<file path="src/rtl/gcm_pkg.sv">
// ============================================================================
// gcm_pkg: shared types and constants of the gap coordinate mapper
// Opcodes, fixed field widths, and the command and status bundles that join
// the controller to the datapath.
// ============================================================================
package gcm_pkg;

  localparam int OPC_W   = 3;
  localparam int SEQ_F_W = 4;
  localparam int IDX_F_W = 10;
  localparam int SP_W    = 12;

  localparam logic [OPC_W-1:0] OP_WRITE    = 3'd0;
  localparam logic [OPC_W-1:0] OP_ALIGN    = 3'd1;
  localparam logic [OPC_W-1:0] OP_ALIGN_SH = 3'd2;
  localparam logic [OPC_W-1:0] OP_INDEX    = 3'd3;
  localparam logic [OPC_W-1:0] OP_INDEX_SH = 3'd4;

  localparam logic [1:0] RD_NONE = 2'd0;
  localparam logic [1:0] RD_MID  = 2'd1;
  localparam logic [1:0] RD_LO   = 2'd2;
  localparam logic [1:0] RD_LO1  = 2'd3;

  localparam logic [1:0] PH_ONE   = 2'd0;
  localparam logic [1:0] PH_TWO   = 2'd1;
  localparam logic [1:0] PH_THREE = 2'd2;

  typedef struct packed {
    logic       accept;
    logic       setup;
    logic [1:0] rd;
    logic       srch_upd;
    logic       sk_latch;
    logic       lo_inc;
    logic       e1_latch;
    logic       e2_latch;
    logic       e2_none;
    logic       calc;
    logic       fin;
    logic [1:0] phase;
  } gcm_cmd_t;

  typedef struct packed {
    logic conv;
    logic skip_en;
    logic index_plain;
    logic nzero;
    logic lo_lt_hi;
    logic lo_lt_last;
    logic lo_ne_last;
    logic lo_zero;
    logic pos_eq;
    logic ins;
    logic over;
  } gcm_sts_t;

endpackage

</file>
<file path="src/rtl/gcm_ctrl.sv">
// ============================================================================
// gcm_ctrl: sequencer of the gap coordinate mapper
// Walks each item through searches, duplicate skips, entry reads and the
// correction steps, and owns the input and output handshakes.
// ============================================================================
module gcm_ctrl import gcm_pkg::*; (
  input  logic     clk,
  input  logic     rst_n,
  input  logic     in_tvalid,
  output logic     in_tready,
  output logic     out_tvalid,
  input  logic     out_tready,
  output gcm_cmd_t cmd,
  input  gcm_sts_t sts
);

  localparam logic [3:0] ST_IDLE  = 4'd0;
  localparam logic [3:0] ST_DEC   = 4'd1;
  localparam logic [3:0] ST_SETUP = 4'd2;
  localparam logic [3:0] ST_SRCH  = 4'd3;
  localparam logic [3:0] ST_SRW   = 4'd4;
  localparam logic [3:0] ST_SKIP  = 4'd5;
  localparam logic [3:0] ST_SK1   = 4'd6;
  localparam logic [3:0] ST_SK2   = 4'd7;
  localparam logic [3:0] ST_E1    = 4'd8;
  localparam logic [3:0] ST_E1W   = 4'd9;
  localparam logic [3:0] ST_E2    = 4'd10;
  localparam logic [3:0] ST_E2W   = 4'd11;
  localparam logic [3:0] ST_CALC  = 4'd12;
  localparam logic [3:0] ST_FIN   = 4'd13;

  logic [3:0] state_r, state_nxt;
  logic [1:0] phase_r, phase_nxt;
  logic       out_valid_r, out_valid_nxt;

  assign in_tready  = (state_r == ST_IDLE);
  assign out_tvalid = out_valid_r;

  always_comb begin
    state_nxt     = state_r;
    phase_nxt     = phase_r;
    cmd           = '0;
    cmd.phase     = phase_r;
    out_valid_nxt = out_valid_r && !out_tready;
    case (state_r)
      ST_IDLE: begin
        if (in_tvalid) begin
          cmd.accept = 1'b1;
          state_nxt  = ST_DEC;
        end
      end
      ST_DEC: begin
        phase_nxt = PH_ONE;
        state_nxt = sts.conv ? ST_SETUP : ST_FIN;
      end
      ST_SETUP: begin
        cmd.setup = 1'b1;
        state_nxt = ST_SRCH;
      end
      ST_SRCH: begin
        if (sts.lo_lt_hi) begin
          cmd.rd    = RD_MID;
          state_nxt = ST_SRW;
        end else begin
          state_nxt = sts.skip_en ? ST_SKIP : ST_E1;
        end
      end
      ST_SRW: begin
        cmd.srch_upd = 1'b1;
        state_nxt    = ST_SRCH;
      end
      ST_SKIP: begin
        if (sts.lo_lt_last) begin
          cmd.rd    = RD_LO;
          state_nxt = ST_SK1;
        end else begin
          state_nxt = ST_E1;
        end
      end
      ST_SK1: begin
        cmd.sk_latch = 1'b1;
        cmd.rd       = RD_LO1;
        state_nxt    = ST_SK2;
      end
      ST_SK2: begin
        if (sts.pos_eq) begin
          cmd.lo_inc = 1'b1;
          state_nxt  = ST_SKIP;
        end else begin
          state_nxt = ST_E1;
        end
      end
      ST_E1: begin
        cmd.rd    = RD_LO;
        state_nxt = ST_E1W;
      end
      ST_E1W: begin
        cmd.e1_latch = 1'b1;
        if (phase_r == PH_ONE) begin
          state_nxt = ST_E2;
        end else if ((phase_r == PH_TWO) && sts.index_plain) begin
          state_nxt = ST_E2;
        end else begin
          state_nxt = ST_FIN;
        end
      end
      ST_E2: begin
        if (sts.lo_ne_last) begin
          cmd.rd    = RD_LO1;
          state_nxt = ST_E2W;
        end else begin
          cmd.e2_none = 1'b1;
          state_nxt   = ST_CALC;
        end
      end
      ST_E2W: begin
        cmd.e2_latch = 1'b1;
        state_nxt    = ST_CALC;
      end
      ST_CALC: begin
        cmd.calc = 1'b1;
        if (phase_r == PH_ONE) begin
          if (sts.nzero) begin
            state_nxt = ST_FIN;
          end else begin
            phase_nxt = PH_TWO;
            state_nxt = ST_SETUP;
          end
        end else if (!sts.over && sts.ins && !sts.lo_zero) begin
          phase_nxt = PH_THREE;
          state_nxt = ST_SETUP;
        end else begin
          state_nxt = ST_FIN;
        end
      end
      ST_FIN: begin
        if (!out_valid_r || out_tready) begin
          cmd.fin       = 1'b1;
          out_valid_nxt = 1'b1;
          state_nxt     = ST_IDLE;
        end
      end
      default: begin
        state_nxt = ST_IDLE;
      end
    endcase
  end

  always_ff @(posedge clk) begin
    if (!rst_n) begin
      state_r     <= ST_IDLE;
      phase_r     <= PH_ONE;
      out_valid_r <= 1'b0;
    end else begin
      state_r     <= state_nxt;
      phase_r     <= phase_nxt;
      out_valid_r <= out_valid_nxt;
    end
  end

endmodule

</file>
<file path="config.mk">
export PLATFORM = sky130hd
export DESIGN_NAME = gcm_ctrl
export DESIGN_NICKNAME = d
export VERILOG_FILES = /design/src/rtl/gcm_pkg.sv /design/src/rtl/gcm_ctrl.sv
export SDC_FILE = /design/constraint.sdc
export NUM_CORES = 1
export LEC_CHECK = 0
export BUFFER_PORTS_ARGS = -buffer_cell sky130_fd_sc_hd__clkbuf_2
export CELL_PAD_IN_SITES_DETAIL_PLACEMENT = 1
export CELL_PAD_IN_SITES_GLOBAL_PLACEMENT = 1
export CORE_MARGIN = 2
export CORE_UTILIZATION = 35
export CTS_CLUSTER_SIZE = 30
export DETAILED_ROUTE_END_ITERATION = 8
export PLACE_DENSITY_LB_ADDON = 0.08
export SYNTH_ARGS = -nofsm -noshare
export SYNTH_HDL_FRONTEND = slang
export SYNTH_SLANG_ARGS = --single-unit
</file>
<file path="constraint.sdc">
create_clock -name clk -period 3.82 [get_ports clk]
set_input_delay 0.764 -clock clk [delete_from_list [all_inputs] [get_ports clk]]
set_output_delay 0.764 -clock clk [all_outputs]
set_load 0.02 [all_outputs]
</file>
After elaboration in Yosys (flattened, before gate mapping). Index checks and enable logic that the tools add are counted.

Register bits after elaboration: 7. Output and inout port bits: 16.

Equality and inequality tests: 18. Mux-type cells: 38. Reduce and logical (&&, ||, !) cells: 15.

Operators by type and width (count): one-hot mux 4 bit (13 select lines) (1); 2-to-1 mux 4 bit (11); == test 4 bit, second input constant (6); 2-to-1 mux 1 bit (17); == test 4 x 3 -> 1 bit, second input constant (4); 2-to-1 mux 2 bit (5); one-hot mux 2 bit (5 select lines) (1); == test 4 x 2 -> 1 bit, second input constant (2); 2-to-1 mux 3 bit (2); inequality test 3 bit, second input constant (2); == test 4 x 1 -> 1 bit, second input constant (1); logical AND 1 bit (4); zero test 1 bit (4); zero test 4 bit (1); inequality test 2 bit, second input constant (2); one-hot mux 2 bit (2 select lines) (1); AND reduction 3 bit (1); == test 2 x 1 -> 1 bit, second input constant (1); zero test 2 bit (1); AND reduction 2 bit (1); nonzero test 2 bit (1); OR reduction 2 bit (1); logical OR 1 bit (1).

Logic depth before layout (Yosys ltp). Gate-level depths: netlist (run 1).

Word-level depth: 6. Gate-level depth with buffers: 6.

Worst setup path before layout (run 1). Ideal clock, no wire load.

Path type: input to output. Start: in sts[4] (netlist name). End: out cmd[11] (netlist name). Data arrival time: 1.524 ns. Setup slack: 1.532 ns. Stages: 4. Path buffers: 0. Cell sequence: inv_1 -> a21oi_1 -> a21oi_1 -> o21ai_0.

RTL lines: from (decl) (line gcm_ctrl.sv:14) `input gcm_sts_t sts`; to (decl) (line gcm_ctrl.sv:13) `output gcm_cmd_t cmd,`.

==> run metrics, run 1 <==
Total Power=0.651 mW; All-Layer GR Usage=approximately a fifth; Mapped Cells=between 100 and 150; maxcap violations=0; Clock Pin Slew Worst Setup and Hold Paths=approximately 0.060 ns; post-CTS sizing=0; Post-synth EDFFs=0; routed vias=around 870; Finished Layout Cells=between 150 and 200; FILL cells=312; DP Cell Count=152; DR iter-0 viols=19; Yosys cell types=between 40 and 50; Max clock buf depth=2; clock latency on the worst-skew pair=around 0.26 ns; total die area=2610 µm²; setup violators final=0; area delta synth->final=20.6%; Post-Syn Area=around 780 µm²; Hold Vio Cnt, Final=0; Sum Neg Setup Slack=0 ns; I/O Buffers=30; Synth Flop Type=dfxtp_1; Hold-fix buffers, CTS=0; worst endpoint data arrival time=about 1.8 ns; Post-DP Area=approximately 910 µm²; wire per inst=14.4 µm; Synth area leader=dfxtp_1; CTS tree=done; RePlAce Congestion=between 0.7 and 0.8; layout cells sized above 1=34.4%; Post-Syn Nets=approximately 120; Critical Path End Type=primary output; Worst Hold Class=flop to flop; HP Start=phase_r[0]; GRT Residual Overflow=0; slew of the pin with the lowest slew margin=between 0.7 and 0.8 ns; RR Endpoint=phase_r[0]; clk_skew=just under 0.002 ns; Post-CTS Setup Inserts=0; pin count of the biggest net entering global routing=23; initial antenna violation count=0; worst r2r src=state_r[0]; Max Fanout on Critical Path=22; final wirelength=2.25 mm; Cell Rows=17; fin crit period=~2.6 ns; chip width=a little over 50 µm; Register-to-Register Path Depth=4; Worst setup endpoint=cmd[7]; I/O pin count=31; clock sinks=7; H-tree Lvls=1; PwrDens=between 600 and 700 nW/µm²; Avg Cell Area, Syn=about 7.6 µm²; TritonCTS Buffers=3; VDD IR-drop max=about 0.00037 V; Multi-input gate area=between 500 and 600 µm²; Initial Utilization=a little over a third; vias in the first global route=around 840; Pleak=between 0.4 and 0.5 nW; Via-to-Cell Ratio=5.58; Slew headroom=50.7%; dpl ws=between 1 and 1.5 ns; HPWL Detailed=roughly 1.7 mm; fin area=937 µm²; Ant. Diodes=0; status=complete, no violations; RSZ-0062 raised after global routing=false; first-pass GRT wire length=around 3.9 mm; FF+latch area=between 100 and 150 µm²; synth warn=0; Max Slew Vio Count=0; CTS Root Cell=clkbuf_4; Final #Nets=around 140; Pre-Repair DR Iteration Count=4; Worst setup SP type=flop; Crit Path Class=flop to primary output; fin worst setup slack=1.23 ns; die height=51.1 µm; part of the cycle the worst path needs=67.7%; r2r setup slk=a little over 2 ns; Critical Path RT=just over 3 ns; Area contributors post-synth=dfxtp_1 (18%), a21oi_1 (5.8%), nor2b_1 (5.6%); remaining antenna violation count=0; flops & latches, synth=7; Seq/Total Area, Yosys=a little under a fifth; core area=between 2000 and 2500 µm²; drc violations=0; Setup crit start=state_r[0]; Async S/R FF share, synth=0%; highest clock rate=between 0.3 and 0.4 GHz; proportion of netlist area held by the largest area contributor=between 10% and 20%
## cell usage after synthesis (all sizes together), types with 2 or more instances
| library cell | n |
|---|---|
| o21a | 3 |
| nand2b | 4 |
| nor3b | 2 |
| o211ai | 3 |
| or3 | 2 |
| nand3 | 2 |
| o31a | 2 |
| o21ai | 6 |
| a21oi | 9 |
| buf | 7 |
| nand2 | 5 |
| nor2b | 7 |
| dfxtp | 7 |
| nor2 | 5 |
| o32ai | 2 |
| a21boi | 2 |
| inv | 6 |
| nor3 | 7 |
## critical path, cell delays in order, from the launching register on
cell	delay (ns)
dfxtp_1	0.80
nor2b_1	0.31
nand4_1	0.18
inv_1	0.10
clkbuf_2	0.17
## cells by family (layout without fill, tap and decap cells)
group | count (synthesis) | in the layout | share of synthesized area [%]
and+or+nand+nor | 43 | 43 | 36.4
DFF | 7 | 7 | 18.0
buffers and inverters | 14 | 40 | 9.66
AOI/OAI and AO/OA | 38 | 38 | 35.9
## layer usage
layer / up-vias / global-route usage, % / routed length (µm) / part of all wire [%]
li1: 433 / - / - / -
met1: 410 / 24.4 / 985 / 44
met2: 28 / 33.3 / 1140 / 51
met3: 0 / 5.85 / 128 / 5.7
met4: 0 / 3.15 / 0 / 0
met5: - / 0 / 0 / 0
## state kept, by name, indices dropped and copies added (netlist names)
register    cells
state_r         4
out_tvalid      1
phase_r         2
## cells in the final DEF, fill, tap and decap left out, types with 2 or more instances in the layout
cell type  instances
clkbuf_2          30
a21oi_1            9
nor3_1             7
nor2b_1            7
dfxtp_1            7
inv_1              6
nand2_1            5
nor2_1             5
o21ai_0            4
nand2b_1           3
o21a_1             3
clkbuf_4           3
nand3_1            2
o211ai_2           2
o32ai_1            2
o31a_1             2
## final cells by class
type	count	share of cell area, %
clock inverter	1	0.534
sequential	7	15.0
tap	28	3.74
timing repair buffer	30	16.0
clock buffer	3	2.40
multi-input combinational	81	59.9
inverter	6	2.40
## through the flow
step	util [%]	hold slack [ns]
after floorplan	-	0.671
after global placement	42.3	0.630
after detailed placement	42.3	0.645
after CTS	43.6	0.649
after global routing	43.6	0.674
final	43.6	0.636
## worst min-delay path by stage
stage / to / slack, ns / depth (start not counted)
final: phase_r[1] / 0.64 / 2
after global routing: phase_r[1] / 0.67 / 2
after CTS: phase_r[1] / 0.65 / 2
after detailed placement: phase_r[1] / 0.65 / 2
after global placement: phase_r[1] / 0.63 / 2
after floorplan: phase_r[1] / 0.67 / 2
## power by group
group	switching, mW	internal, mW
sequential	0.113	0.0940
clock	0.0313	0.0385
combinational	0.192	0.182
total	0.337	0.314
Note: power is estimated with default switching activity, not from simulation.
==> inputs of run 2 (changes only) <==
--- a/config.mk
+++ b/config.mk
@@ -9,7 +9,7 @@
 export CELL_PAD_IN_SITES_DETAIL_PLACEMENT = 1
 export CELL_PAD_IN_SITES_GLOBAL_PLACEMENT = 1
 export CORE_MARGIN = 2
-export CORE_UTILIZATION = 35
+export CORE_UTILIZATION = 33
 export CTS_CLUSTER_SIZE = 30
 export DETAILED_ROUTE_END_ITERATION = 8
 export PLACE_DENSITY_LB_ADDON = 0.08
==> constraint.sdc (replaced) <==
create_clock -name clk -period 2.4 [get_ports clk]
set_input_delay 0.48 -clock clk [delete_from_list [all_inputs] [get_ports clk]]
set_output_delay 0.48 -clock clk [all_outputs]
set_load 0.02 [all_outputs]
==> run metrics, run 2 (synthesis gave the netlist of run 1 again) <==
Critical Path End Type=primary output (unchanged); Worst setup SP type=flop (unchanged); most frequent cells in the layout=clkbuf_2 (30), a21oi_1 (9), nor3_1 (7), nor2b_1 (7), dfxtp_1 (7) (unchanged); Finished Layout Cells=159 (was 156); drc violations=0 (unchanged); Clock Pin Slew Worst Setup and Hold Paths=0.06 ns (about the same); H-tree Lvls=1 (unchanged); Ant. Diodes=0 (unchanged); worst r2r src=state_r[0] (unchanged); Worst Path Buf+Inv=2 (unchanged); Register-to-Register Path Depth=5 (was 4); All-Layer GR Usage=19.4% (was 19.5%); clock latency on the worst-skew pair=0.25 ns (was 0.26 ns); remaining antenna violation count=0 (unchanged); total die area=2760 µm² (was 2610 µm²); first-pass GRT wire length=4.02 mm (was 3.88 mm); status=complete, no violations (unchanged); slew of the pin with the lowest slew margin=0.693 ns (was 0.739 ns); PwrDens=1120 nW/µm² (was 694 nW/µm²); CTS Root Cell=clkbuf_4 (unchanged); worst path cell trace=or4_4 -> inv_1 -> and2_1 -> clkbuf_2 (was nor2b_1 -> nand4_1 -> inv_1 -> clkbuf_2); WHS Path Cells=2 (unchanged); setup violators final=0 (unchanged); RR Endpoint=phase_r[0] (unchanged); clock sinks=7 (unchanged); Slew headroom=53.7% (was 50.7%); FILL cells=297 (was 312); Critical Path RT=1.92 ns (was 3.06 ns); Hold Vio Cnt, Final=0 (unchanged); Via-to-Cell Ratio=5.42 (was 5.58); most common cell after layout, fill and taps aside=clkbuf_2 (unchanged); Worst Hold Class=primary input to flop (was flop to flop); GRT Residual Overflow=0 (unchanged); Hold Slack=0.547 ns (was 0.636 ns); fin crit period=2.25 ns; clk_skew=0.00613 ns (was 0.00197 ns); max incr delay on CP=0.64 ns (was 0.80 ns); RePlAce Congestion=0.784 (was 0.720); layout cells sized above 1=35.9% (was 34.4%); wire per inst=14.6 µm (was 14.4 µm); RSZ-0062 raised after global routing=false (unchanged); part of the cycle the worst path needs=a little over nine tenths; initial antenna violation count=0 (unchanged); Most flops, register=state_r (unchanged); Post-CTS Setup Inserts=0 (unchanged); worst endpoint data arrival time=1.77 ns (was 1.82 ns); Cell Rows=17 (unchanged); highest clock rate=0.444 GHz; core area=2210 µm² (was 2150 µm²); Sum Neg Setup Slack=0 ns (unchanged); pin count of the biggest net entering global routing=22 (was 23); HP Start=rst_n (was phase_r[0]); Max Fanout on Critical Path=21 (was 22); routed vias=862 (was 871); dpl ws=0.423 ns (was 1.48 ns); I/O pin count=31 (unchanged); CP top delay family=simple AND/OR/NAND/NOR gates (was flip-flops); Hold-fix buffers, CTS=0 (unchanged); Pre-Repair DR Iteration Count=4 (unchanged); Final #Nets=147 (was 144); Crit Path Class=flop to primary output (unchanged); maxcap violations=0 (unchanged); post-CTS sizing=0 (unchanged); DR iter-0 viols=12 (was 19); HPWL Detailed=1.79 mm (was 1.73 mm); Max clock buf depth=2 (unchanged); r2r setup slk=0.66 ns (was 2.05 ns); CTS tree=done (unchanged); CP max-delay cell=or4_4 (was dfxtp_1); chip width=52.5 µm (was 51.1 µm); fin worst setup slack=0.145 ns (was 1.23 ns); TritonCTS Buffers=3 (unchanged); Pleak=0.429 nW (was 0.413 nW); Initial Utilization=35.1% (was 36.2%); area delta synth->final=23.5% (was 20.6%); vias in the first global route=866 (was 837); die height=52.5 µm (was 51.1 µm); Max Slew Vio Count=0 (unchanged); I/O Buffers=30 (unchanged); Endpoint, Worst Hold=out_tvalid (was phase_r[1]); max FFs per register=4 (unchanged); DP Cell Count=155 (was 152); final wirelength=2.32 mm (was 2.25 mm); VDD IR-drop max=0.000723 V (was 0.000366 V)
[run 2: per-layer routing]
| metal | vias to the layer above | GRT usage [%] | wire length (µm) |
|---|---|---|---|
| li1 | 441 | - | - |
| met1 | 396 | 25.1 | 1120 |
| met2 | 23 | 32.5 | 1100 |
| met3 | 2 | 3.71 | 83 |
| met4 | 0 | 5.56 | 21 |
| met5 | - | 0 | 0 |
[run 2: how the worst max path moves through the flow]
| stage | end | cells past startpoint | start | slack (ns) |
|---|---|---|---|---|
| finish | cmd[13] | 4 | state_r[3] | 0.15 |
| global route | cmd[13] | 4 | state_r[3] | 0.05 |
| floorplan | cmd[13] | 4 | state_r[3] | 0.52 |
| CTS | cmd[13] | 4 | state_r[3] | 0.14 |
| global placement | cmd[13] | 4 | state_r[3] | 0.45 |
| detailed placement | cmd[13] | 4 | state_r[3] | 0.42 |
[run 2: metrics by stage]
stage | util [%] | power, mW | instance area, µm²
final | 43.4 | 1.08 | 960
after global routing | 43.4 | 1.18 | 960
after CTS | 43.4 | 1.09 | 960
after detailed placement | 42.1 | 0.973 | 932
after global placement | 42.1 | 0.964 | 932
after floorplan | - | 0.810 | 777
[run 2: layout make-up]
class	count	area [µm²]	area share, %
multi-input cells	81	562	58.5
repair buffers	33	173	18.0
flip-flops and latches	7	140	14.6
well taps	28	35.0	3.65
clock buffers	3	22.5	2.35
inverters	6	22.5	2.35
clock inverters	1	5.00	0.522
[run 2: power by group]
part,internal [mW],switching (mW),total [mW]
clock,0.0609,0.0456,0.107
combinational,0.316,0.384,0.700
sequential,0.150,0.119,0.269
[run 2: worst register-to-register path, cell delays in order, from the launching register on]
cell and delay [ns]:
dfxtp_1 0.56, buf_4 0.25, or4b_4 0.49, nand2_1 0.08, a21oi_1 0.04, o21a_1 0.19
==> inputs of run 3 (changes only) <==
==> constraint.sdc (replaced) <==
create_clock -name clk -period 2.33 [get_ports clk]
set_input_delay 0.466 -clock clk [delete_from_list [all_inputs] [get_ports clk]]
set_output_delay 0.466 -clock clk [all_outputs]
set_load 0.02 [all_outputs]
==> run metrics, run 3 (synthesis gave the netlist of run 1 again) <==
TritonCTS Buffers=3 (unchanged); most common cell after layout, fill and taps aside=clkbuf_2 (unchanged); I/O pin count=31 (unchanged); Slew headroom=67.2% (was 53.7%); die height=52.5 µm (unchanged); Critical Path RT=1.86 ns (was 1.92 ns); area delta synth->final=24.5% (was 23.5%); worst r2r src=state_r[2] (was state_r[0]); RePlAce Congestion=0.766 (was 0.784); maxcap violations=0 (unchanged); Most flops, register=state_r (unchanged); layout cells sized above 1=36.4% (was 35.9%); Multi-input gate area=562 µm² (unchanged); Max clock buf depth=2 (unchanged); GRT Residual Overflow=0 (unchanged); Ant. Diodes=0 (unchanged); highest clock rate=0.467 GHz; status=complete, no violations (unchanged); Cell Rows=17 (unchanged); final wirelength=2.32 mm (unchanged); Max Fanout on Critical Path=15 (was 21); FF+latch area=140 µm² (unchanged); routed vias=897 (was 862); pin count of the biggest net entering global routing=21 (was 22); Finished Core Util=43.7% (was 43.4%); WHS Path Cells=2 (unchanged); initial antenna violation count=0 (unchanged); Pre-Repair DR Iteration Count=4 (unchanged); first-pass GRT wire length=3.91 mm (was 4.02 mm); Via-to-Cell Ratio=5.61 (was 5.42); Hold Vio Cnt, Final=0 (unchanged); Worst setup SP type=flop (unchanged); HPWL Detailed=1.83 mm (was 1.79 mm); I/O Buffers=30 (unchanged); Post-CTS Setup Inserts=0 (unchanged); vias in the first global route=877 (was 866); clock latency on the worst-skew pair=0.27 ns (was 0.25 ns); Worst Hold Class=primary input to flop (unchanged); slew of the pin with the lowest slew margin=0.491 ns (was 0.693 ns); PwrDens=1160 nW/µm² (was 1120 nW/µm²); H-tree Lvls=1 (unchanged); CTS Root Cell=clkbuf_4 (unchanged); Initial Utilization=35.1% (unchanged); r2r setup slk=0.56 ns (was 0.66 ns); chip width=52.5 µm (unchanged); fin crit period=between 2 and 2.5 ns; Clock Pin Slew Worst Setup and Hold Paths=0.06 ns (about the same); Hold-fix buffers, CTS=0 (unchanged); Endpoint, Worst Hold=phase_r[0] (was out_tvalid); Register-to-Register Path Depth=5 (unchanged); fin worst setup slack=0.189 ns (was 0.145 ns); worst endpoint data arrival time=1.67 ns (was 1.77 ns); clock sinks=7 (unchanged); part of the cycle the worst path needs=between 90 and 100%; Max Slew Vio Count=0 (unchanged); clk_skew=0.00636 ns (was 0.00613 ns); CTS tree=done (unchanged); max FFs per register=4 (unchanged); wire per inst=14.5 µm (was 14.6 µm); most frequent cells in the layout=clkbuf_2 (30), a21oi_1 (9), nor3_1 (7), nor2b_1 (7), dfxtp_1 (7) (unchanged); RSZ-0062 raised after global routing=false (unchanged); Critical Path End Type=primary output (unchanged); HP Start=rst_n (unchanged); drc violations=0 (unchanged); VDD IR-drop max=0.000727 V (was 0.000723 V); dpl ws=0.495 ns (was 0.423 ns); Crit Path Class=flop to primary output (unchanged); core area=2210 µm² (unchanged); remaining antenna violation count=0 (unchanged); All-Layer GR Usage=19.0% (was 19.4%); RR Endpoint=state_r[3] (was phase_r[0]); DR iter-0 viols=2 (was 12); Sum Neg Setup Slack=0 ns (unchanged); post-CTS sizing=0 (unchanged); Hold Slack=0.512 ns (was 0.547 ns); setup violators final=0 (unchanged); FILL cells=295 (was 297); total die area=2760 µm² (unchanged); Pleak=0.434 nW (was 0.429 nW); Final #Nets=148 (was 147)
## run 3: changes by cell type in the layout (fill, tap and decap cells not counted), sizes merged
cell | previous run | this run
buf | 3 | 4
## run 3: how the worst max path moves through the flow
stage | start | end
finish | state_r[2] | cmd[11]
global route | state_r[2] | cmd[11]
CTS | state_r[2] | cmd[11]
detailed placement | state_r[2] | cmd[11]
global placement | state_r[0] | cmd[13]
floorplan | state_r[3] | cmd[13]
## run 3: power breakdown
group,switching (mW),internal (mW),total [mW]
logic,0.433,0.336,0.768
clock network,0.0558,0.0633,0.119
registers,0.0847,0.154,0.239
## run 3: metal layers
layer / vias up / wire [µm] / part of all wire [%] / GRT usage [%]
met5: - / 0 / 0 / 0
met4: 0 / 17 / 0.73 / 2.56
met3: 2 / 121 / 5.2 / 5.43
met2: 24 / 1140 / 49 / 33.5
met1: 426 / 1040 / 45 / 23.2
li1: 445 / - / - / -
## run 3: worst max-delay path: stages, from the launching register on
cell	delay, ns
dfxtp_1	0.62
buf_4	0.23
nand2_1	0.07
nor2_1	0.10
a21oi_1	0.04
o21ai_0	0.14
clkbuf_2	0.19
## run 3: through the flow
stage | std cells | instance area, µm² | power (mW)
2_1_floorplan | 102 | 777 | 0.834
3_3_place_gp | 156 | 940 | 1.00
3_5_place_dp | 156 | 940 | 1.01
4_1_cts | 160 | 967 | 1.14
5_1_grt | 160 | 967 | 1.24
6_report | 160 | 967 | 1.13
## run 3: layout make-up
| type | count | share of cell area (%) |
|---|---|---|
| timing repair buffer | 34 | 18.6 |
| multi-input combinational | 81 | 58.1 |
| inverter | 6 | 2.33 |
| sequential | 7 | 14.5 |
| tap | 28 | 3.62 |
| clock buffer | 3 | 2.33 |
| clock inverter | 1 | 0.517 |
